===== src/sorted_set_store_assert.svh =====
// ---------------------------------------------------------------------------
// Assertion macros for the sorted set store
// Shared property forms for the concurrent checks in the RTL.
// ---------------------------------------------------------------------------
`ifndef SORTED_SET_STORE_ASSERT_SVH
`define SORTED_SET_STORE_ASSERT_SVH

// Condition holds on every clock edge out of reset.
`define SSST_ASSERT_HOLDS(label, ck, rn, expr, msg) \
    label: assert property (@(posedge ck) disable iff (!rn) (expr)) \
        else $error(msg);

// Consequence holds in the same cycle as the antecedent.
`define SSST_ASSERT_IMPLIES(label, ck, rn, ante, cons, msg) \
    label: assert property (@(posedge ck) disable iff (!rn) (ante) |-> (cons)) \
        else $error(msg);

`endif


===== src/ssst_pkg.sv =====
// ---------------------------------------------------------------------------
// Sorted set store package
// Sizes, operation and status codes, and the controller/datapath link types.
// ---------------------------------------------------------------------------
package ssst_pkg;

    localparam int CAPACITY = 16;
    localparam int DATA_W   = 32;
    localparam int OP_W     = 3;
    localparam int ST_W     = 3;
    localparam int CNT_W    = $clog2(CAPACITY + 1);
    localparam int ADDR_W   = $clog2(CAPACITY);

    localparam logic [OP_W-1:0] OP_INSERT    = 3'd0;
    localparam logic [OP_W-1:0] OP_REMOVE    = 3'd1;
    localparam logic [OP_W-1:0] OP_LIST_ASC  = 3'd2;
    localparam logic [OP_W-1:0] OP_LIST_DESC = 3'd3;
    localparam logic [OP_W-1:0] OP_CLEAR     = 3'd4;

    localparam logic [ST_W-1:0] ST_INSERTED  = 3'd0;
    localparam logic [ST_W-1:0] ST_DUPLICATE = 3'd1;
    localparam logic [ST_W-1:0] ST_FULL      = 3'd2;
    localparam logic [ST_W-1:0] ST_REMOVED   = 3'd3;
    localparam logic [ST_W-1:0] ST_NOTFOUND  = 3'd4;
    localparam logic [ST_W-1:0] ST_EMPTY     = 3'd5;
    localparam logic [ST_W-1:0] ST_LISTED    = 3'd6;
    localparam logic [ST_W-1:0] ST_CLEARED   = 3'd7;

    typedef enum logic [2:0] {
        IDX_HOLD,
        IDX_CLR,
        IDX_INC,
        IDX_DEC,
        IDX_CNT,
        IDX_POS
    } idx_op_t;

    typedef enum logic [1:0] {
        CNT_HOLD,
        CNT_INC,
        CNT_DEC,
        CNT_CLR
    } cnt_op_t;

    typedef enum logic [1:0] {
        RD_IDX,
        RD_IDX_M1,
        RD_IDX_P1,
        RD_LIST
    } rd_sel_t;

    typedef struct packed {
        logic            load;
        idx_op_t         idx_op;
        logic            pos_load;
        logic            rd_en;
        rd_sel_t         rd_sel;
        logic            wr_en;
        logic            wr_new;
        cnt_op_t         cnt_op;
        logic            emit;
        logic [ST_W-1:0] emit_status;
        logic            emit_entry;
        logic            emit_last;
    } ssst_cmd_t;

    typedef struct packed {
        logic [OP_W-1:0] op;
        logic            idx_eq_cnt;
        logic            idx_eq_pos;
        logic            idx_last;
        logic            cnt_zero;
        logic            cnt_full;
        logic            key_lt;
        logic            key_eq;
        logic            out_free;
    } ssst_stat_t;

endpackage


===== src/ssst_ram.sv =====
// ---------------------------------------------------------------------------
// Generic RAM
// One write port, one read port with registered read data.
// ---------------------------------------------------------------------------
module ssst_ram #(
    parameter int WIDTH = 32,
    parameter int DEPTH = 16
) (
    input  logic                     clk,
    input  logic                     wr_en,
    input  logic [$clog2(DEPTH)-1:0] wr_addr,
    input  logic [WIDTH-1:0]         wr_data,
    input  logic                     rd_en,
    input  logic [$clog2(DEPTH)-1:0] rd_addr,
    output logic [WIDTH-1:0]         rd_data
);

    logic [WIDTH-1:0] mem_reg [DEPTH];
    logic [WIDTH-1:0] rd_data_reg;

    always_ff @(posedge clk)
    begin
        if (wr_en)
        begin
            mem_reg[wr_addr] <= wr_data;
        end
        if (rd_en)
        begin
            rd_data_reg <= mem_reg[rd_addr];
        end
    end

    assign rd_data = rd_data_reg;

endmodule


===== src/ssst_dp.sv =====
// ---------------------------------------------------------------------------
// Sorted set store datapath
// Request registers, index and count, entry RAM and the result register.
// ---------------------------------------------------------------------------
`include "sorted_set_store_assert.svh"

module ssst_dp
    import ssst_pkg::*;
(
    input  logic                     clk,
    input  logic                     rst_n,
    input  ssst_cmd_t                cmd,
    output ssst_stat_t               stat,
    input  logic [OP_W-1:0]          in_op,
    input  logic signed [DATA_W-1:0] in_value,
    output logic                     out_valid,
    input  logic                     out_ready,
    output logic [ST_W-1:0]          out_status,
    output logic signed [DATA_W-1:0] out_entry,
    output logic                     out_last
);

    logic [OP_W-1:0]          op_reg;
    logic signed [DATA_W-1:0] value_reg;
    logic [CNT_W-1:0]         idx_reg, idx_next;
    logic [CNT_W-1:0]         pos_reg;
    logic [CNT_W-1:0]         cnt_reg, cnt_next;
    logic                     out_valid_reg, out_valid_next;
    logic [ST_W-1:0]          out_status_reg;
    logic signed [DATA_W-1:0] out_entry_reg;
    logic                     out_last_reg;

    logic [CNT_W-1:0]  idx_m1, idx_p1, idx_rev, rd_full, wr_full;
    logic [DATA_W-1:0] rd_data, wr_data;

    assign idx_m1  = idx_reg - CNT_W'(1);
    assign idx_p1  = idx_reg + CNT_W'(1);
    assign idx_rev = cnt_reg - idx_p1;

    // Read address: scan index, its neighbors, or the listing order.
    always_comb
    begin
        case (cmd.rd_sel)
            RD_IDX:    rd_full = idx_reg;
            RD_IDX_M1: rd_full = idx_m1;
            RD_IDX_P1: rd_full = idx_p1;
            RD_LIST:   rd_full = (op_reg == OP_LIST_DESC) ? idx_rev : idx_reg;
            default:   rd_full = idx_reg;
        endcase
    end

    assign wr_full = cmd.wr_new ? pos_reg : idx_reg;
    assign wr_data = cmd.wr_new ? value_reg : rd_data;

    ssst_ram #(
        .WIDTH (DATA_W),
        .DEPTH (CAPACITY)
    ) u_entries (
        .clk     (clk),
        .wr_en   (cmd.wr_en),
        .wr_addr (wr_full[ADDR_W-1:0]),
        .wr_data (wr_data),
        .rd_en   (cmd.rd_en),
        .rd_addr (rd_full[ADDR_W-1:0]),
        .rd_data (rd_data)
    );

    always_comb
    begin
        case (cmd.idx_op)
            IDX_HOLD: idx_next = idx_reg;
            IDX_CLR:  idx_next = '0;
            IDX_INC:  idx_next = idx_p1;
            IDX_DEC:  idx_next = idx_m1;
            IDX_CNT:  idx_next = cnt_reg;
            IDX_POS:  idx_next = pos_reg;
            default:  idx_next = idx_reg;
        endcase
    end

    always_comb
    begin
        case (cmd.cnt_op)
            CNT_HOLD: cnt_next = cnt_reg;
            CNT_INC:  cnt_next = cnt_reg + CNT_W'(1);
            CNT_DEC:  cnt_next = cnt_reg - CNT_W'(1);
            CNT_CLR:  cnt_next = '0;
            default:  cnt_next = cnt_reg;
        endcase
    end

    always_comb
    begin
        out_valid_next = out_valid_reg;
        if (cmd.emit)
        begin
            out_valid_next = 1'b1;
        end
        else if (out_ready)
        begin
            out_valid_next = 1'b0;
        end
    end

    always_ff @(posedge clk or negedge rst_n)
    begin
        if (!rst_n)
        begin
            cnt_reg       <= '0;
            out_valid_reg <= 1'b0;
        end
        else
        begin
            cnt_reg       <= cnt_next;
            out_valid_reg <= out_valid_next;
        end
    end

    always_ff @(posedge clk)
    begin
        idx_reg <= idx_next;
        if (cmd.load)
        begin
            op_reg    <= in_op;
            value_reg <= in_value;
        end
        if (cmd.pos_load)
        begin
            pos_reg <= idx_reg;
        end
        if (cmd.emit)
        begin
            out_status_reg <= cmd.emit_status;
            out_entry_reg  <= cmd.emit_entry ? $signed(rd_data) : '0;
            out_last_reg   <= cmd.emit_last;
        end
    end

    assign stat.op         = op_reg;
    assign stat.idx_eq_cnt = (idx_reg == cnt_reg);
    assign stat.idx_eq_pos = (idx_reg == pos_reg);
    assign stat.idx_last   = ({1'b0, idx_reg} + (CNT_W + 1)'(1)) >= {1'b0, cnt_reg};
    assign stat.cnt_zero   = (cnt_reg == '0);
    assign stat.cnt_full   = (cnt_reg == CNT_W'(CAPACITY));
    assign stat.key_lt     = ($signed(rd_data) < value_reg);
    assign stat.key_eq     = (rd_data == $unsigned(value_reg));
    assign stat.out_free   = !out_valid_reg || out_ready;

    assign out_valid  = out_valid_reg;
    assign out_status = out_status_reg;
    assign out_entry  = out_entry_reg;
    assign out_last   = out_last_reg;

    `SSST_ASSERT_HOLDS(a_cnt_range, clk, rst_n, cnt_reg <= CNT_W'(CAPACITY), "count above capacity")
    `SSST_ASSERT_IMPLIES(a_emit_free, clk, rst_n, cmd.emit, !out_valid_reg || out_ready, "result overwritten")
    `SSST_ASSERT_IMPLIES(a_wr_range, clk, rst_n, cmd.wr_en, wr_full < CNT_W'(CAPACITY), "write past store")
    `SSST_ASSERT_IMPLIES(a_inc_room, clk, rst_n, cmd.cnt_op == CNT_INC, cnt_reg != CNT_W'(CAPACITY), "insert into full store")

endmodule


===== src/ssst_ctrl.sv =====
// ---------------------------------------------------------------------------
// Sorted set store controller
// Sequences search, shift, listing and reply steps for one request at a time.
// ---------------------------------------------------------------------------
module ssst_ctrl
    import ssst_pkg::*;
(
    input  logic       clk,
    input  logic       rst_n,
    input  logic       in_valid,
    output logic       in_ready,
    input  ssst_stat_t stat,
    output ssst_cmd_t  cmd
);

    typedef enum logic [3:0] {
        S_IDLE,
        S_DISPATCH,
        S_SRCH_RD,
        S_SRCH_CHK,
        S_DECIDE,
        S_INS_SHIFT,
        S_INS_WR,
        S_REM_SHIFT,
        S_REM_WR,
        S_REPLY,
        S_LIST_RD,
        S_LIST_EMIT
    } state_t;

    state_t          state_reg, state_next;
    logic [ST_W-1:0] reply_reg, reply_next;
    logic            match_reg, match_next;

    always_comb
    begin
        state_next = state_reg;
        reply_next = reply_reg;
        match_next = match_reg;
        cmd        = '0;
        case (state_reg)
            S_IDLE:
            begin
                if (in_valid)
                begin
                    cmd.load   = 1'b1;
                    state_next = S_DISPATCH;
                end
            end
            S_DISPATCH:
            begin
                case (stat.op)
                    OP_INSERT:
                    begin
                        cmd.idx_op = IDX_CLR;
                        state_next = S_SRCH_RD;
                    end
                    OP_REMOVE, OP_LIST_ASC, OP_LIST_DESC:
                    begin
                        cmd.idx_op = IDX_CLR;
                        if (stat.cnt_zero)
                        begin
                            reply_next = ST_EMPTY;
                            state_next = S_REPLY;
                        end
                        else if (stat.op == OP_REMOVE)
                        begin
                            state_next = S_SRCH_RD;
                        end
                        else
                        begin
                            state_next = S_LIST_RD;
                        end
                    end
                    OP_CLEAR:
                    begin
                        cmd.cnt_op = CNT_CLR;
                        reply_next = ST_CLEARED;
                        state_next = S_REPLY;
                    end
                    default:
                    begin
                        // unused codes: drop without a result
                        state_next = S_IDLE;
                    end
                endcase
            end
            S_SRCH_RD:
            begin
                if (stat.idx_eq_cnt)
                begin
                    cmd.pos_load = 1'b1;
                    match_next   = 1'b0;
                    state_next   = S_DECIDE;
                end
                else
                begin
                    cmd.rd_en  = 1'b1;
                    cmd.rd_sel = RD_IDX;
                    state_next = S_SRCH_CHK;
                end
            end
            S_SRCH_CHK:
            begin
                if (stat.key_lt)
                begin
                    cmd.idx_op = IDX_INC;
                    state_next = S_SRCH_RD;
                end
                else
                begin
                    cmd.pos_load = 1'b1;
                    match_next   = stat.key_eq;
                    state_next   = S_DECIDE;
                end
            end
            S_DECIDE:
            begin
                if (stat.op == OP_INSERT)
                begin
                    if (match_reg)
                    begin
                        reply_next = ST_DUPLICATE;
                        state_next = S_REPLY;
                    end
                    else if (stat.cnt_full)
                    begin
                        reply_next = ST_FULL;
                        state_next = S_REPLY;
                    end
                    else
                    begin
                        cmd.idx_op = IDX_CNT;
                        state_next = S_INS_SHIFT;
                    end
                end
                else if (!match_reg)
                begin
                    reply_next = ST_NOTFOUND;
                    state_next = S_REPLY;
                end
                else
                begin
                    cmd.idx_op = IDX_POS;
                    state_next = S_REM_SHIFT;
                end
            end
            S_INS_SHIFT:
            begin
                if (stat.idx_eq_pos)
                begin
                    cmd.wr_en  = 1'b1;
                    cmd.wr_new = 1'b1;
                    cmd.cnt_op = CNT_INC;
                    reply_next = ST_INSERTED;
                    state_next = S_REPLY;
                end
                else
                begin
                    cmd.rd_en  = 1'b1;
                    cmd.rd_sel = RD_IDX_M1;
                    state_next = S_INS_WR;
                end
            end
            S_INS_WR:
            begin
                cmd.wr_en  = 1'b1;
                cmd.idx_op = IDX_DEC;
                state_next = S_INS_SHIFT;
            end
            S_REM_SHIFT:
            begin
                if (stat.idx_last)
                begin
                    cmd.cnt_op = CNT_DEC;
                    reply_next = ST_REMOVED;
                    state_next = S_REPLY;
                end
                else
                begin
                    cmd.rd_en  = 1'b1;
                    cmd.rd_sel = RD_IDX_P1;
                    state_next = S_REM_WR;
                end
            end
            S_REM_WR:
            begin
                cmd.wr_en  = 1'b1;
                cmd.idx_op = IDX_INC;
                state_next = S_REM_SHIFT;
            end
            S_REPLY:
            begin
                if (stat.out_free)
                begin
                    cmd.emit        = 1'b1;
                    cmd.emit_status = reply_reg;
                    cmd.emit_last   = 1'b1;
                    state_next      = S_IDLE;
                end
            end
            S_LIST_RD:
            begin
                cmd.rd_en  = 1'b1;
                cmd.rd_sel = RD_LIST;
                state_next = S_LIST_EMIT;
            end
            S_LIST_EMIT:
            begin
                if (stat.out_free)
                begin
                    cmd.emit        = 1'b1;
                    cmd.emit_status = ST_LISTED;
                    cmd.emit_entry  = 1'b1;
                    cmd.emit_last   = stat.idx_last;
                    if (stat.idx_last)
                    begin
                        state_next = S_IDLE;
                    end
                    else
                    begin
                        cmd.idx_op = IDX_INC;
                        state_next = S_LIST_RD;
                    end
                end
            end
            default:
            begin
                state_next = S_IDLE;
            end
        endcase
    end

    always_ff @(posedge clk or negedge rst_n)
    begin
        if (!rst_n)
        begin
            state_reg <= S_IDLE;
            reply_reg <= ST_INSERTED;
            match_reg <= 1'b0;
        end
        else
        begin
            state_reg <= state_next;
            reply_reg <= reply_next;
            match_reg <= match_next;
        end
    end

    assign in_ready = (state_reg == S_IDLE);

endmodule


===== src/sorted_set_store.sv =====
// ---------------------------------------------------------------------------
// Sorted set store
// Ordered set of up to CAPACITY distinct signed 32-bit values with insert,
// remove, ascending and descending listing, and clear.
// ---------------------------------------------------------------------------
//
//  Channel   | Dir | tdata             | tuser          | tlast
//  ----------+-----+-------------------+----------------+----------------
//  s_axis    | in  | value [31:0]      | operation[2:0] | -
//  m_axis    | out | entry_value[31:0] | status [2:0]   | last of the run
//
//  One request is handled at a time; entries live in a single-port-pair RAM,
//  so every shift step is one read followed by one write. Insert and remove
//  first run an ordered search one entry at a time, then the shift loop over
//  the tail; listing reads and emits one entry at a time.
//  Reset clears the count, the result valid flag and the controller state;
//  RAM contents are never read above the count, so no clearing pass is
//  needed. A stalled m_axis holds the result register; the next request is
//  taken as soon as the previous one has placed its final result there.
//
module sorted_set_store
    import ssst_pkg::*;
(
    input  logic              clk,
    input  logic              rst_n,
    input  logic              s_axis_tvalid,
    output logic              s_axis_tready,
    input  logic [DATA_W-1:0] s_axis_tdata,   // [31:0] value
    input  logic [OP_W-1:0]   s_axis_tuser,   // [2:0] operation
    output logic              m_axis_tvalid,
    input  logic              m_axis_tready,
    output logic [DATA_W-1:0] m_axis_tdata,   // [31:0] entry_value
    output logic [ST_W-1:0]   m_axis_tuser,   // [2:0] status
    output logic              m_axis_tlast
);

    ssst_cmd_t                cmd;
    ssst_stat_t               stat;
    logic signed [DATA_W-1:0] entry;

    // Sequence each request: search, shift, list, reply.
    ssst_ctrl u_ctrl (
        .clk      (clk),
        .rst_n    (rst_n),
        .in_valid (s_axis_tvalid),
        .in_ready (s_axis_tready),
        .stat     (stat),
        .cmd      (cmd)
    );

    // Hold the request, the entries and the pending result.
    ssst_dp u_dp (
        .clk        (clk),
        .rst_n      (rst_n),
        .cmd        (cmd),
        .stat       (stat),
        .in_op      (s_axis_tuser),
        .in_value   ($signed(s_axis_tdata)),
        .out_valid  (m_axis_tvalid),
        .out_ready  (m_axis_tready),
        .out_status (m_axis_tuser),
        .out_entry  (entry),
        .out_last   (m_axis_tlast)
    );

    assign m_axis_tdata = $unsigned(entry);

endmodule


===== config.mk =====
export PLATFORM = sky130hd
export DESIGN_NAME = sorted_set_store
export DESIGN_NICKNAME = d
export VERILOG_FILES = /design/src/ssst_pkg.sv /design/src/ssst_ram.sv /design/src/ssst_dp.sv /design/src/ssst_ctrl.sv /design/src/sorted_set_store.sv
export VERILOG_INCLUDE_DIRS = /design/src /design/src/src
export SDC_FILE = /design/constraint.sdc
export NUM_CORES = 1
export LEC_CHECK = 0
export BUFFER_PORTS_ARGS = -buffer_cell sky130_fd_sc_hd__buf_4
export CORE_MARGIN = 5
export CORE_UTILIZATION = 48
export CTS_BUF_LIST = sky130_fd_sc_hd__clkbuf_16
export DETAILED_ROUTE_END_ITERATION = 10
export PLACE_DENSITY_LB_ADDON = 0.3
export SYNTH_ARGS = -nofsm -noshare
export SYNTH_HDL_FRONTEND = slang
export SYNTH_SLANG_ARGS = --single-unit
export TNS_END_PERCENT = 5

===== constraint.sdc =====
create_clock -name clk -period 12 [get_ports clk]
set_input_delay 1.2 -clock clk [delete_from_list [all_inputs] [get_ports clk]]
set_output_delay 1.2 -clock clk [all_outputs]
set_load 0.02 [all_outputs]

==> impl_metrics.json, run 1 <==
{
  "relSlewSlack": 0.246,
  "root_buffer": "clkbuf_16",
  "cts_resized": 0,
  "fin_crit_ps": 6120,
  "ys_ff_latch": 639,
  "drive_gt1_frac": 0.202,
  "yosysMostFrequentCell": "edfxtp_1",
  "largest_register_ffs": 512,
  "pin_count": 77,
  "grt_max_degree": 124,
  "grtUsageMet2": 0.343,
  "wl_per_cell_um": 24.2,
  "synth_ff_type": "edfxtp_1",
  "numCtsBuffers": 68,
  "finalSetupTns_ps": 0,
  "outcome": "complete, no violations",
  "register_area_um2": 19100,
  "fillers": 4314,
  "htree_num_levels": 3,
  "yosys.area.top_type": "edfxtp_1",
  "crit_type": "reg2reg",
  "skew_ps": 19.0,
  "slew_viol_final": 0,
  "syn_nets": 1685,
  "fin_crit_sh": 0.510,
  "setup_viol": 0,
  "n_antenna_cell": 0,
  "post-synth-top-area-fraction": 0.700,
  "grt_pass1_wl_um": 91100,
  "critPathMaxFanout": 59,
  "wl_um": 61100,
  "fmax_mhz": 163,
  "cts_buffer_depth": 3,
  "fp.dieH_um": 246,
  "ctsHoldBuffers": 0,
  "arrival_ps": 6530,
  "core.rowCount": 86,
  "place.gp.congestion": 0.846,
  "ys_types": 62,
  "antenna_found_initial": 1,
  "yosys-top-cells-area": "edfxtp_1 70%, mux2i_1 7.3%, mux2_2 2.9%, mux4_2 2.4%, ha_1 2.1%",
  "hold_path_class": "in2async",
  "area_growth_pct": 13.9,
  "hold_violations": 0,
  "clock_latency_ps": 600,
  "p_leak_nw": 11.0,
  "drc": 0,
  "syn_area_um2": 26800,
  "grt_use_total": 0.201,
  "final_area_um2": 30600,
  "p_per_area_nw_per_um2": 269,
  "worstMarginPinSlew_ps": 1130,
  "dieArea_um2": 60700,
  "cp-start-kind": "flip-flop",
  "avgViaCountPerCell": 5.70,
  "cp.required_ps": 12410,
  "vias": 14400,
  "ir_drop_mv": 0.487,
  "overflow": 0,
  "drt_pass1_iterations": 5,
  "clock-sinks": 639,
  "die_w_um": 246,
  "synth_edf_count": 625,
  "yosys-top-cells-count": "625 x edfxtp_1, 195 x mux2i_1, 68 x mux2_2",
  "maxCapViolCount": 0,
  "async_flop_share": 0.0219,
  "path_clk_slew_ps": 60,
  "cts_setup_buffers": 0,
  "syn_area_per_cell_um2": 16.8,
  "dp_hpwl_um": 33500,
  "core_area_um2": 55200,
  "use_met3": 0.0365,
  "place_area_um2": 28500,
  "synth_seq_area_share": 0.713,
  "ys.warnings.count": 0,
  "drtIter0Drc": 1448,
  "busiest_layer": "met2",
  "use_met1": 0.267,
  "cp-end-kind": "flip-flop",
  "synthCells": 1599,
  "tritoncts": "yes",
  "portBuffers": 76,
  "multiInputGateArea_um2": 7150,
  "postRouteAntennaNets": 0,
  "grt_pass1_vias": 14800,
  "fin_nets": 1814,
  "rsz0062_at_grt": "no",
  "initial_core_util": 0.486
}
[through the flow]
step	total power, mW	util	hold slack, ps	setup slack (ps)	std cells
detailed placement	6.31	0.516	491	5870	2406
global placement	6.24	0.516	487	6070	2406
finish	8.22	0.554	459	5880	2529
floorplan	5.63	-	421	7950	1599
global route	8.64	0.554	452	5580	2529
CTS	8.29	0.554	434	5890	2529
[final timing paths]
kind	startpoint	endpoint	slack [ps]	depth (start not counted)
max	u_dp.idx_reg[2]	u_dp.u_entries.rd_data[27]	5880	14
min	rst_n	u_dp.cnt_reg[0]	460	1
max reg2reg	u_dp.idx_reg[2]	u_dp.u_entries.rd_data[27]	5880	14
min reg2reg	u_ctrl.reply_reg[0]	u_ctrl.reply_reg[0]	510	1
max in group asynchronous	rst_n	u_dp.out_valid	11360	1
min in group clk	u_ctrl.reply_reg[0]	u_ctrl.reply_reg[0]	510	1
[report_power, final]
group          internal (mW)  switching [mW]  leakage [nW]
sequential              2.92           0.154          5.86
clock                   1.13           0.834          1.09
combinational           1.37            1.82          4.02
[layout by cell type, fill, tap and decap left out, drive strengths merged, types with 6 or more instances in the layout]
master / count
edfxtp: 625
and2: 36
a21o: 18
nor4: 6
nand2b: 13
o31ai: 33
mux2i: 195
nor2: 39
nand4: 10
dfrtp: 14
ha: 45
a22oi: 33
a21oi: 25
o21ai: 52
clkbuf: 70
clkinv: 25
o22ai: 34
nor2b: 36
xnor2: 15
nand2: 52
buf: 139
mux2: 68
nand3: 13
mux4: 32
nor3: 17
inv: 76
[area by class of cell]
| cell class | instances | share of cell area |
|---|---|---|
| Tap cell | 748 | 0.0306 |
| Multi-Input combinational cell | 826 | 0.234 |
| Inverter | 54 | 0.00663 |
| Timing Repair Buffer | 139 | 0.0346 |
| Clock buffer | 70 | 0.0573 |
| Clock inverter | 53 | 0.0114 |
| Sequential cell | 639 | 0.626 |
[worst max-delay path, stage by stage (launching register included)]
cell and delay, ps:
edfxtp_1 840, nand3_1 180, xor2_1 200, inv_1 80, ha_1 340, a21o_1 210, a21oi_2 160, o21ai_0 190
o31a_1 420, o21ai_0 260, a31o_4 630, buf_4 860, nand2b_2 1000, o22ai_1 230, o31ai_1 280
[metal layers]
layer,wire (um),vias up
met5,0,-
met3,3900,76
met2,30200,485
met1,25800,7334
met4,1220,0
li1,-,6516
[cells by family (layout without fill, tap and decap cells)]
| logic type | Yosys count | count (layout) | synth area share |
|---|---|---|---|
| flip-flops | 639 | 639 | 0.713 |
| multiplexers | 295 | 295 | 0.129 |
| AND/OR/NAND/NOR | 238 | 238 | 0.0462 |
| AO/OA/AOI/OAI | 226 | 226 | 0.0567 |
| buffers and inverters | 134 | 316 | 0.0268 |
| adder cells (fa/ha/maj) | 47 | 47 | 0.0225 |
| XOR/XNOR | 20 | 20 | 0.00653 |
Note: power is estimated with default switching activity, not from simulation.
==> run 2, diff against run 1 <==
--- a/config.mk
+++ b/config.mk
@@ -6,6 +6,7 @@
 export SDC_FILE = /design/constraint.sdc
 export NUM_CORES = 1
 export LEC_CHECK = 0
+export ABC_AREA = 1
 export BUFFER_PORTS_ARGS = -buffer_cell sky130_fd_sc_hd__buf_4
 export CORE_MARGIN = 5
 export CORE_UTILIZATION = 48
==> constraint.sdc (replaced) <==
create_clock -name clk -period 6 [get_ports clk]
set_input_delay 0.6 -clock clk [delete_from_list [all_inputs] [get_ports clk]]
set_output_delay 0.6 -clock clk [all_outputs]
set_load 0.02 [all_outputs]
==> impl_metrics.json, run 2 <==
{
  "numCtsBuffers": 66,
  "core_area_um2": 60100,
  "n_antenna_cell": 0,
  "p_per_area_nw_per_um2": 525,
  "ys_ff_latch": 639,
  "area_growth_pct": 12.6,
  "cp.required_ps": 6340,
  "async_flop_share": 0.0219,
  "skew_ps": 26.7,
  "cts_setup_buffers": 0,
  "cts_resized": 0,
  "drt_pass1_iterations": 7,
  "vias": 20100,
  "root_buffer": "clkbuf_16",
  "p_leak_nw": 13.5,
  "ir_drop_mv": 0.568,
  "clock-sinks": 639,
  "place.gp.congestion": 0.922,
  "fin_nets": 2898,
  "clock_latency_ps": 600,
  "syn_area_um2": 29000,
  "grt_pass1_wl_um": 115000,
  "final_common_cell": "edfxtp_1",
  "synth_edf_count": 625,
  "hold_path_class": "in2reg",
  "arrival_ps": 5110,
  "drc": 0,
  "ys.warnings.count": 0,
  "overflow": 0,
  "layout_common_cells": "625 x edfxtp_1, 606 x nand3_1, 531 x nand2_1, 458 x inv_1, 136 x buf_4",
  "synthCells": 2742,
  "pin_count": 77,
  "fmax_mhz": 209,
  "rsz0062_at_grt": "no",
  "grt_pass1_vias": 19000,
  "slew_viol_final": 0,
  "grt_max_degree": 135,
  "initial_core_util": 0.483,
  "placed_cells": 3525,
  "fin_crit_sh": 0.796,
  "wl_um": 75800,
  "yosys-top-cells-area": "edfxtp_1 65%, nand3_1 10%, nand2_1 6.9%, inv_1 5.8%, ha_1 1.9%",
  "cp-end-kind": "flip-flop",
  "avgViaCountPerCell": 5.53,
  "ff2ff_path_depth": 16,
  "yosys-top-cells-count": "625 x edfxtp_1, 607 x nand3_1, 532 x nand2_1",
  "synth_ff_type": "edfxtp_1",
  "postLayoutCoreUtil": 0.543,
  "outcome": "complete, no violations",
  "die_w_um": 256,
  "drive_gt1_frac": 0.0961,
  "path_clk_slew_ps": 60,
  "setup_viol": 0,
  "hold_violations": 0,
  "largest_register_ffs": 512,
  "synth_seq_area_share": 0.659,
  "dp_hpwl_um": 41400,
  "min_delay_path_depth": 1,
  "tritoncts": "yes",
  "ys_types": 39,
  "antenna_found_initial": 0,
  "cts_buffer_depth": 3,
  "drtIter0Drc": 2168,
  "syn_area_per_cell_um2": 10.6,
  "grt_use_total": 0.225,
  "relSlewSlack": 0.184,
  "final_area_um2": 32700,
  "fin_crit_ps": 4780,
  "post-synth-top-area-fraction": 0.647,
  "postRouteAntennaNets": 0,
  "yosys.area.top_type": "edfxtp_1",
  "crit_type": "reg2reg",
  "worstMarginPinSlew_ps": 1220,
  "syn_nets": 2828,
  "cp-start-kind": "flip-flop",
  "yosysMostFrequentCell": "edfxtp_1",
  "fp.dieH_um": 256,
  "critPathMaxFanout": 88,
  "wl_per_cell_um": 20.8,
  "finalSetupTns_ps": 0,
  "core.rowCount": 90,
  "htree_num_levels": 3,
  "portBuffers": 76,
  "instances_no_fill": 3643,
  "maxCapViolCount": 0,
  "dieArea_um2": 65500,
  "place_area_um2": 30600
}
==> run 2: cell types whose count changed after synthesis, moves of 34 or more <==
cell,previous run,this run
nor2_1,39,101
mux2_2,68,0
nand3b_1,3,73
nand2_1,52,532
nand3_1,12,607
nor2b_1,36,0
inv_1,54,446
mux2i_1,195,0
buf_2,21,103
and2_1,34,0
==> run 2: worst paths after layout <==
path	start	end	slack, ps
max	u_dp.idx_reg[0]	u_dp.u_entries.rd_data[31]	1220
min	s_axis_tdata[15]	u_dp.value_reg[15]	180
max reg2reg	u_dp.idx_reg[0]	u_dp.u_entries.rd_data[31]	1220
min reg2reg	u_ctrl.reply_reg[1]	u_ctrl.reply_reg[1]	550
max in group asynchronous	rst_n	u_dp.cnt_reg[0]	5370
min in group asynchronous	rst_n	u_ctrl.match_reg	430
==> run 2: what timing repair did <==
item                                    in CTS  in global routing
hold endpoints to repair                    14                  0
hold buffers                                 1                  0
endpoints found under the setup margin       0                  0
==> run 2: routing by layer <==
metal	vias up	track usage	part of all wire
li1	9384	-	-
met1	9640	0.322	0.42
met2	954	0.353	0.46
met3	160	0.0368	0.093
met4	0	0.0813	0.034
met5	-	0	0
==> run 2: layout make-up <==
class,count,area [um^2]
Tap cell,782,978
Clock buffer,67,1680
Multi-Input combinational cell,1506,7630
Timing Repair Buffer,145,1190
Fill cell,5022,27500
Clock inverter,50,364
Sequential cell,639,19100
Inverter,454,1710
==> run 2: report_power, final <==
part | internal (mW) | switching (mW) | leakage (nW) | total [mW]
clock network | 2.21 | 1.69 | 1.05 | 3.90
logic | 2.05 | 5.01 | 6.62 | 7.05
registers | 5.95 | 0.256 | 5.84 | 6.20
==> run 2: logic make-up after synthesis <==
group | Yosys count | share of synthesized area
and+or+nand+nor | 1348 | 0.213
adders and majority gates | 47 | 0.0208
DFF | 639 | 0.659
AOI/OAI and AO/OA | 101 | 0.0194
xor gates and xnor gates | 10 | 0.00302
buffers and inverters | 597 | 0.0853
==> run 2: critical path, cell delays in order, from the launching register on <==
cell      delay (ps)
edfxtp_1         540
clkinv_1         430
ha_1             540
ha_1             360
nand2_1           70
nand2_1           50
nand2_1          160
nand3_2          170
nand3_2          190
nand3_4          450
nand2_8          650
buf_4            330
nand2_1           80
nand3_1           90
nand3_1          110
nand3_1          120
nand2_1           70
==> run 2: stage by stage <==
stage / hold slack (ps) / power, mW / setup WS [ps]
2_1_floorplan: 304 / 11.1 / 2420
3_3_place_gp: 474 / 13.1 / 1360
3_5_place_dp: 478 / 13.3 / 1320
4_1_cts: 144 / 17.2 / 1290
5_1_grt: 161 / 18.2 / 898
6_report: 175 / 17.2 / 1220
